File: src/rtl/archive_stream_deframer_core_assert.svh
// Assertion macros for the archive stream deframer.
// They expect clk and rst in the scope where they are used.
`ifndef ARCHIVE_STREAM_DEFRAMER_CORE_ASSERT_SVH
`define ARCHIVE_STREAM_DEFRAMER_CORE_ASSERT_SVH

// Same-cycle implication, checked out of reset
`define ASD_ASSERT_NOW(label, ante, cons, msg) \
  label: assert property (@(posedge clk) disable iff (rst) (ante) |-> (cons)) \
    else $error(msg);

// Next-cycle implication, checked out of reset
`define ASD_ASSERT_NEXT(label, ante, cons, msg) \
  label: assert property (@(posedge clk) disable iff (rst) (ante) |=> (cons)) \
    else $error(msg);

`endif

File: src/rtl/asd_pkg.sv
// Package for the archive stream deframer: sizes, phase and kind codes,
// and the result item type. No dependencies.
`default_nettype none

package asd_pkg;

  // Header bytes skipped before the version
  localparam int unsigned HEADER_SKIP = 13;
  // Width of the size accumulator and the field byte counter
  localparam int unsigned SIZE_WIDTH  = 32;
  localparam int unsigned CNT_W       = SIZE_WIDTH;

  localparam logic [7:0] REC_FILE   = 8'h00;
  localparam logic [7:0] REC_MARKER = 8'hFF;
  localparam logic [2:0] META_LAST  = 3'd6;

  typedef enum logic [3:0] {
    PH_HDR       = 4'd0,
    PH_VER_HI    = 4'd1,
    PH_VER_LO    = 4'd2,
    PH_META_LEN  = 4'd3,
    PH_META_CHAR = 4'd4,
    PH_REC_TYPE  = 4'd5,
    PH_NAME_LEN  = 4'd6,
    PH_NAME_CHAR = 4'd7,
    PH_SIZE      = 4'd8,
    PH_PAYLOAD   = 4'd9,
    PH_MARK_LEN  = 4'd10,
    PH_MARK_CHAR = 4'd11,
    PH_REJECT    = 4'd12
  } phase_t;

  typedef enum logic [3:0] {
    KIND_HEADER    = 4'd0,
    KIND_VERSION   = 4'd1,
    KIND_META_LEN  = 4'd2,
    KIND_META_CHAR = 4'd3,
    KIND_REC_TYPE  = 4'd4,
    KIND_NAME_LEN  = 4'd5,
    KIND_NAME_CHAR = 4'd6,
    KIND_SIZE      = 4'd7,
    KIND_PAYLOAD   = 4'd8,
    KIND_MARK_LEN  = 4'd9,
    KIND_MARK_CHAR = 4'd10,
    KIND_IGNORED   = 4'd11
  } kind_t;

  typedef struct packed {
    logic [7:0]  data_byte;
    kind_t       kind;
    logic [2:0]  meta_field;
    logic        field_end;
    logic [31:0] size_value;
    logic        size_valid;
  } result_t;

endpackage

`default_nettype wire

File: src/rtl/archive_stream_deframer_core.sv
// Archive stream deframer: classifies each byte of a pack archive stream.
// Each accepted byte's result is registered; throughput 1 item per cycle while the skid entry is empty.
// A result register plus one skid entry keep input ready while a result waits.
// Synchronous active-high rst clears the phase machine and handshake state.
// Depends on asd_pkg and archive_stream_deframer_core_assert.svh.
`default_nettype none

`include "archive_stream_deframer_core_assert.svh"

module archive_stream_deframer_core
  import asd_pkg::*;
(
  input  wire logic        clk,
  input  wire logic        rst,
  input  wire logic        in_valid,
  output logic             in_ready,
  input  wire logic [7:0]  byte_in,
  output logic             out_valid,
  input  wire logic        out_ready,
  output logic [7:0]       data_byte,
  output logic [3:0]       kind,
  output logic [2:0]       meta_field,
  output logic             field_end,
  output logic [31:0]      size_value,
  output logic             size_valid
);

  localparam logic [SIZE_WIDTH-1:0] SIZE_LIMIT = '1;
  localparam phase_t PHASE_RESET = (HEADER_SKIP == 0) ? PH_VER_HI : PH_HDR;

  // Parser state
  phase_t                phase, phase_next;
  logic [CNT_W-1:0]      byte_counter, byte_counter_next;
  logic [SIZE_WIDTH-1:0] size_acc, size_acc_next;
  logic [2:0]            field_index, field_index_next;
  logic [7:0]            version_high, version_high_next;

  // Output register and skid entry
  result_t out_reg, skid_reg;
  logic    skid_valid;
  result_t res;

  logic in_accept, out_take;
  logic [CNT_W-1:0]      cnt_inc;
  logic                  cnt_last;
  logic [CNT_W-1:0]      byte_ext;
  logic [SIZE_WIDTH-1:0] size_shift;
  logic                  size_sat;

  assign in_ready  = !skid_valid;
  assign in_accept = in_valid && in_ready;
  assign out_take  = out_valid && out_ready;

  assign cnt_inc    = byte_counter + CNT_W'(1);
  assign cnt_last   = (byte_counter <= CNT_W'(1));
  assign byte_ext   = CNT_W'(byte_in);
  assign size_sat   = (size_acc[SIZE_WIDTH-1 -: 7] != 7'd0);
  assign size_shift = {size_acc[SIZE_WIDTH-8:0], byte_in[6:0]};

  // Next state and result for the byte at the input
  always_comb begin
    phase_next        = phase;
    byte_counter_next = byte_counter;
    size_acc_next     = size_acc;
    field_index_next  = field_index;
    version_high_next = version_high;
    res.data_byte     = byte_in;
    res.kind          = KIND_IGNORED;
    res.meta_field    = 3'd0;
    res.field_end     = 1'b0;
    res.size_value    = 32'd0;
    res.size_valid    = 1'b0;

    case (phase)
      PH_HDR: begin
        res.kind = KIND_HEADER;
        if (cnt_inc >= CNT_W'(HEADER_SKIP)) begin
          byte_counter_next = '0;
          phase_next        = PH_VER_HI;
        end else begin
          byte_counter_next = cnt_inc;
        end
      end
      PH_VER_HI: begin
        res.kind          = KIND_VERSION;
        version_high_next = byte_in;
        phase_next        = PH_VER_LO;
      end
      PH_VER_LO: begin
        res.kind = KIND_VERSION;
        if (version_high == 8'd0 && byte_in == 8'd1) begin
          phase_next = PH_REC_TYPE;
        end else if (version_high == 8'd0 && byte_in == 8'd2) begin
          field_index_next = 3'd0;
          phase_next       = PH_META_LEN;
        end else begin
          phase_next = PH_REJECT;
        end
      end
      PH_META_LEN: begin
        res.kind       = KIND_META_LEN;
        res.meta_field = field_index;
        if (byte_in == 8'd0) begin
          res.field_end = 1'b1;
          if (field_index >= META_LAST) begin
            field_index_next = 3'd0;
            phase_next       = PH_REC_TYPE;
          end else begin
            field_index_next = field_index + 3'd1;
            phase_next       = PH_META_LEN;
          end
        end else begin
          byte_counter_next = byte_ext;
          phase_next        = PH_META_CHAR;
        end
      end
      PH_META_CHAR: begin
        res.kind       = KIND_META_CHAR;
        res.meta_field = field_index;
        if (cnt_last) begin
          byte_counter_next = '0;
          res.field_end     = 1'b1;
          if (field_index >= META_LAST) begin
            field_index_next = 3'd0;
            phase_next       = PH_REC_TYPE;
          end else begin
            field_index_next = field_index + 3'd1;
            phase_next       = PH_META_LEN;
          end
        end else begin
          byte_counter_next = byte_counter - CNT_W'(1);
        end
      end
      PH_REC_TYPE: begin
        if (byte_in == REC_FILE) begin
          res.kind   = KIND_REC_TYPE;
          phase_next = PH_NAME_LEN;
        end else if (byte_in == REC_MARKER) begin
          res.kind   = KIND_REC_TYPE;
          phase_next = PH_MARK_LEN;
        end
      end
      PH_NAME_LEN: begin
        res.kind      = KIND_NAME_LEN;
        size_acc_next = '0;
        if (byte_in == 8'd0) begin
          res.field_end = 1'b1;
          phase_next    = PH_SIZE;
        end else begin
          byte_counter_next = byte_ext;
          phase_next        = PH_NAME_CHAR;
        end
      end
      PH_NAME_CHAR: begin
        res.kind = KIND_NAME_CHAR;
        if (cnt_last) begin
          byte_counter_next = '0;
          res.field_end     = 1'b1;
          size_acc_next     = '0;
          phase_next        = PH_SIZE;
        end else begin
          byte_counter_next = byte_counter - CNT_W'(1);
        end
      end
      PH_SIZE: begin
        // base-128 digit, big-endian, saturating
        res.kind      = KIND_SIZE;
        size_acc_next = size_sat ? SIZE_LIMIT : size_shift;
        if (!byte_in[7]) begin
          res.size_valid = 1'b1;
          res.field_end  = 1'b1;
          res.size_value = 32'(size_acc_next);
          if (size_acc_next == '0) begin
            phase_next = PH_REC_TYPE;
          end else begin
            byte_counter_next = CNT_W'(size_acc_next);
            phase_next        = PH_PAYLOAD;
          end
          size_acc_next = '0;
        end
      end
      PH_PAYLOAD: begin
        res.kind = KIND_PAYLOAD;
        if (cnt_last) begin
          byte_counter_next = '0;
          res.field_end     = 1'b1;
          phase_next        = PH_REC_TYPE;
        end else begin
          byte_counter_next = byte_counter - CNT_W'(1);
        end
      end
      PH_MARK_LEN: begin
        res.kind = KIND_MARK_LEN;
        if (byte_in == 8'd0) begin
          res.field_end = 1'b1;
          phase_next    = PH_REC_TYPE;
        end else begin
          byte_counter_next = byte_ext;
          phase_next        = PH_MARK_CHAR;
        end
      end
      PH_MARK_CHAR: begin
        res.kind = KIND_MARK_CHAR;
        if (cnt_last) begin
          byte_counter_next = '0;
          res.field_end     = 1'b1;
          phase_next        = PH_REC_TYPE;
        end else begin
          byte_counter_next = byte_counter - CNT_W'(1);
        end
      end
      default: begin
        res.kind   = KIND_IGNORED;
        phase_next = PH_REJECT;
      end
    endcase
  end

  // Parser state registers, advanced on each accepted item
  always_ff @(posedge clk) begin
    if (rst) begin
      phase        <= PHASE_RESET;
      byte_counter <= '0;
      size_acc     <= '0;
      field_index  <= 3'd0;
      version_high <= 8'd0;
    end else if (in_accept) begin
      phase        <= phase_next;
      byte_counter <= byte_counter_next;
      size_acc     <= size_acc_next;
      field_index  <= field_index_next;
      version_high <= version_high_next;
    end
  end

  // Output and skid valid flags
  always_ff @(posedge clk) begin
    if (rst) begin
      out_valid  <= 1'b0;
      skid_valid <= 1'b0;
    end else if (!out_valid || out_take) begin
      out_valid  <= skid_valid || in_accept;
      skid_valid <= 1'b0;
    end else if (in_accept) begin
      skid_valid <= 1'b1;
    end
  end

  // Output and skid payload
  always_ff @(posedge clk) begin
    if (!out_valid || out_take) begin
      if (skid_valid) begin
        out_reg <= skid_reg;
      end else if (in_accept) begin
        out_reg <= res;
      end
    end else if (in_accept) begin
      skid_reg <= res;
    end
  end

  assign data_byte  = out_reg.data_byte;
  assign kind       = out_reg.kind;
  assign meta_field = out_reg.meta_field;
  assign field_end  = out_reg.field_end;
  assign size_value = out_reg.size_value;
  assign size_valid = out_reg.size_valid;

  // Checks
  `ASD_ASSERT_NOW(a_skid_behind_out, skid_valid, out_valid,
    "skid entry held without a result in the output register")
  `ASD_ASSERT_NOW(a_skid_fill, $rose(skid_valid), $past(out_valid && !out_ready),
    "skid entry filled while the output register was free")
  `ASD_ASSERT_NOW(a_size_kind, out_valid && size_valid,
    out_reg.kind == KIND_SIZE && field_end,
    "size_valid on a result that is not a final size byte")
  `ASD_ASSERT_NEXT(a_reject_sticky, phase == PH_REJECT, phase == PH_REJECT,
    "parser left the reject phase")
  `ASD_ASSERT_NOW(a_meta_range,
    out_valid && (out_reg.kind == KIND_META_LEN || out_reg.kind == KIND_META_CHAR),
    meta_field <= META_LAST,
    "metadata index out of range")

endmodule

`default_nettype wire

File: config.mk
export PLATFORM = sky130hd
export DESIGN_NAME = archive_stream_deframer_core
export DESIGN_NICKNAME = d
export VERILOG_FILES = /design/src/rtl/asd_pkg.sv /design/src/rtl/archive_stream_deframer_core.sv
export VERILOG_INCLUDE_DIRS = /design/src /design/src/rtl
export SDC_FILE = /design/constraint.sdc
export NUM_CORES = 1
export LEC_CHECK = 0
export ABC_AREA = 1
export BUFFER_PORTS_ARGS = -buffer_cell sky130_fd_sc_hd__clkbuf_2
export CAP_MARGIN = 20
export CORE_ASPECT_RATIO = 0.5
export CORE_UTILIZATION = 50
export DETAILED_ROUTE_END_ITERATION = 8
export GPL_TIMING_DRIVEN = 0
export PLACE_DENSITY = 0.68
export SLEW_MARGIN = 40
export SYNTH_ARGS = -nofsm -noshare
export SYNTH_HDL_FRONTEND = slang
export SYNTH_SLANG_ARGS = --single-unit
export TNS_END_PERCENT = 5
File: constraint.sdc
create_clock -name clk -period 8.7 [get_ports clk]
set_clock_uncertainty 0.2 [all_clocks]
set_input_delay 1.74 -clock clk [delete_from_list [all_inputs] [get_ports clk]]
set_output_delay 1.74 -clock clk [all_outputs]
set_load 0.02 [all_outputs]
==> reports/metrics.cfg <==
[run_status]
status = completed

[timing]
relSlewSlack_pct = 47.3
rsz0062_at_grt = false
timing.fmax_ghz = 0.260
slew_viol_final = 0
tightest_slew_ps = 784
finalCritPeriodShare_pct = 44.1
hold_viol = 0
finalCriticalPeriod_ps = 3840
tns_ps = 0
setup_viol_count_final = 0
worst_hold_slack_ps = 261

[floorplan]
die_w_um = 200
core_mm2 = 0.0188
start_util_pct = 52.1
dieArea_mm2 = 0.0202
io_pins = 63
rows = 35
die_h_um = 101

[global_routing]
grt-ovfl-total = 0
grt_pass1_wl_mm = 47.4
antenna_found_initial = 2
grt_max_degree = 24
track_usage_pct = 31.6
grt_pass1_vias = 8520

[critical_path]
cp.required_ps = 8700
critPathMaxStageDelay_ps = 350
cp_slowest_cell = nor3_1
start_kind = input port
arrival_ps = 3840
cp_max_fo = 10
path_cells = clkbuf_2 -> buf_2 -> inv_2 -> nand3_1 -> nor3_2 -> inv_1 -> nand3_1 -> nand2_1 -> nor3_1 -> nand3b_1 -> nand2_1 -> nand2_1
cp-end-kind = register
r2r_start = byte_counter[0]
cpMostUsedCell = nand2_1
critPathLaunch = byte_in[7]
critPathKind = in -> reg

[yosys]
synth.top_cells.by_area = edfxtp_1 30%, dfxtp_1 17%, nand2_1 10%
ys_seq_area_share_pct = 46.6
yosysWarningCount = 0
synth_area_mm2 = 0.00979
yosys.area.top_type = edfxtp_1
synth_seq_cells = 179
synth_adder_area_share_pct = 0.767
yosys.area_share.simple_pct = 28.9
synth_flop_cell = edfxtp_1
yosysTopAreaCellShare_pct = 30.1
yosysUniqueCellTypes = 46
synthesis.nets = 1286
synth_top_family_by_area = simple AND/OR/NAND/NOR gates
syn_area_per_cell_um2 = 7.72
synthCells = 1268
synth_xor_area_share_pct = 2.33
async_flop_share_pct = 0
muxShareOfSynthArea_pct = 0
synth-edff-count = 98
synth-compound-area-share_pct = 14.0

[detailed_routing]
wl_mm = 30.7
wl_per_cell_um = 18.8
postRouteAntennaNets = 0
via_per_inst = 5.68
drtIter0Drc = 971
first_pass_iters = 5
drc = 0
vias = 9252

[clocking]
cts_tree = built
h-tree-depth = 4
cts_resized = 0
cts_buffers = 17
clkTransAtPathRegs_ps = 80
cts.hold.buffers_added = 0
cts.sinks = 179
clockRootBuffer = clkbuf_16
clk_latency_ps = 440
cts_setup_buffers = 0
clock_path_buffers = 2

[place]
dp_hpwl_mm = 24.0
portBuffers = 62
place.gp.congestion = 0.999

[pwr]
leakage_nw = 4.50
peakVddDrop_mv = 0.234
total_power_mw = 4.05
powerDensity_mw_per_mm2 = 364

[job]
cap_violations = 0

[final_layout]
antenna_cells = 0
syn_to_final_growth_pct = 13.7
layout-drive-gt1-share_pct = 14.2
largest_register_ffs = 49
num-nets-final = 1376

[worst_hold_path]
hp-class = reg -> reg
hold_start = version_high[7]

-- per-stage QoR --
step	instances	utilization [%]	cell area, um^2	worst slack, ps
4_1_cts	1630	59.2	11100	4900
2_1_floorplan	1268	-	9790	2710
5_1_grt	1630	59.2	11100	4770
3_3_place_gp	1589	55.5	10400	1180
6_report	1630	59.2	11100	4860
3_5_place_dp	1598	56.0	10500	4440
-- where the power goes --
part	switching, mW	internal, mW	leakage [nW]	total, mW
Combinational	1.55	0.538	2.59	2.09
Clock	0.394	0.391	0.294	0.784
Sequential	0.118	1.06	1.61	1.17
-- cell usage after synthesis (2+ instances only) --
| master | number |
|---|---|
| buf_2 | 24 |
| nor2_1 | 206 |
| nand4_1 | 18 |
| nand2_4 | 3 |
| a21oi_1 | 66 |
| ha_1 | 6 |
| inv_2 | 9 |
| o22ai_1 | 17 |
| o211ai_1 | 3 |
| nor2_2 | 15 |
| clkbuf_1 | 30 |
| nand2_2 | 6 |
| inv_1 | 100 |
| nor3b_1 | 2 |
| buf_6 | 2 |
| xor2_1 | 23 |
| xnor2_1 | 3 |
| buf_4 | 6 |
| nand3_1 | 39 |
| nor3_1 | 42 |
| nor4_1 | 11 |
| a31oi_1 | 3 |
| nand3b_1 | 3 |
| buf_1 | 2 |
| o211a_1 | 6 |
| edfxtp_1 | 98 |
| dfxtp_1 | 81 |
| a211oi_1 | 11 |
| nand3_2 | 3 |
| nor2_4 | 11 |
| o221ai_1 | 5 |
| nor3_2 | 3 |
| o21ai_0 | 133 |
| nand2_1 | 263 |
| o21ai_1 | 4 |
-- cell type report --
type	instances	area, um^2
Fill cell	1788	7660
Sequential cell	179	4560
Multi-Input combinational cell	914	4510
Clock buffer	17	425
Inverter	110	413
Timing Repair Buffer	71	404
Tap cell	259	324
Buffer	65	313
Clock inverter	15	174
-- placed cells by master (no fill, tap or decap), types with 3 or more instances in the layout --
master	n
nor2_2	15
clkbuf_1	30
xor2_1	23
nand3_2	3
a211oi_1	11
o21ai_1	4
o211a_1	6
buf_2	26
o21ai_0	133
edfxtp_1	98
clkbuf_16	17
o221ai_1	5
nor3_1	41
nor2_4	12
ha_1	6
o211ai_1	3
a21oi_1	66
nor4_1	11
buf_6	3
nand3b_1	3
nor3_2	4
inv_1	100
xnor2_1	3
inv_6	5
a31oi_1	3
inv_2	9
o22ai_1	17
nand2_4	3
nand2_1	263
nand4_1	18
clkbuf_2	63
clkinv_8	4
nand2_2	6
dfxtp_1	81
nor2_1	205
inv_8	5
buf_4	10
nand3_1	39
-- critical path, delay by kind of cell --
kind	cells	cell delay, ps
buf+inv	4	670
simple gates	8	1410
-- cells by family (layout without fill, tap and decap cells) --
group | Yosys count | after routing
adder cells (fa/ha/maj) | 6 | 6
AO/OA/AOI/OAI | 250 | 250
flip-flops | 179 | 179
AND/OR/NAND/NOR | 632 | 632
XOR/XNOR | 26 | 26
buffers and inverters | 175 | 278
-- worst paths after layout --
kind	cells after the start	end	slack (ps)
setup / recovery	12	kind[0]	4860
hold / removal	2	version_high[7]	260
setup reg to reg	14	size_acc[21]	5460
hold reg to reg	2	version_high[7]	260
-- per-layer routing --
metal	vias up	wire, um	share of wire (%)	track usage [%]
met5	-	23	0.075	0
met4	4	545	1.8	8.16
met3	67	2900	9.4	6.39
met2	435	13600	44	50.3
met1	4314	13600	44	44.1
li1	4432	-	-	-
(Power assumes the default switching activity.)
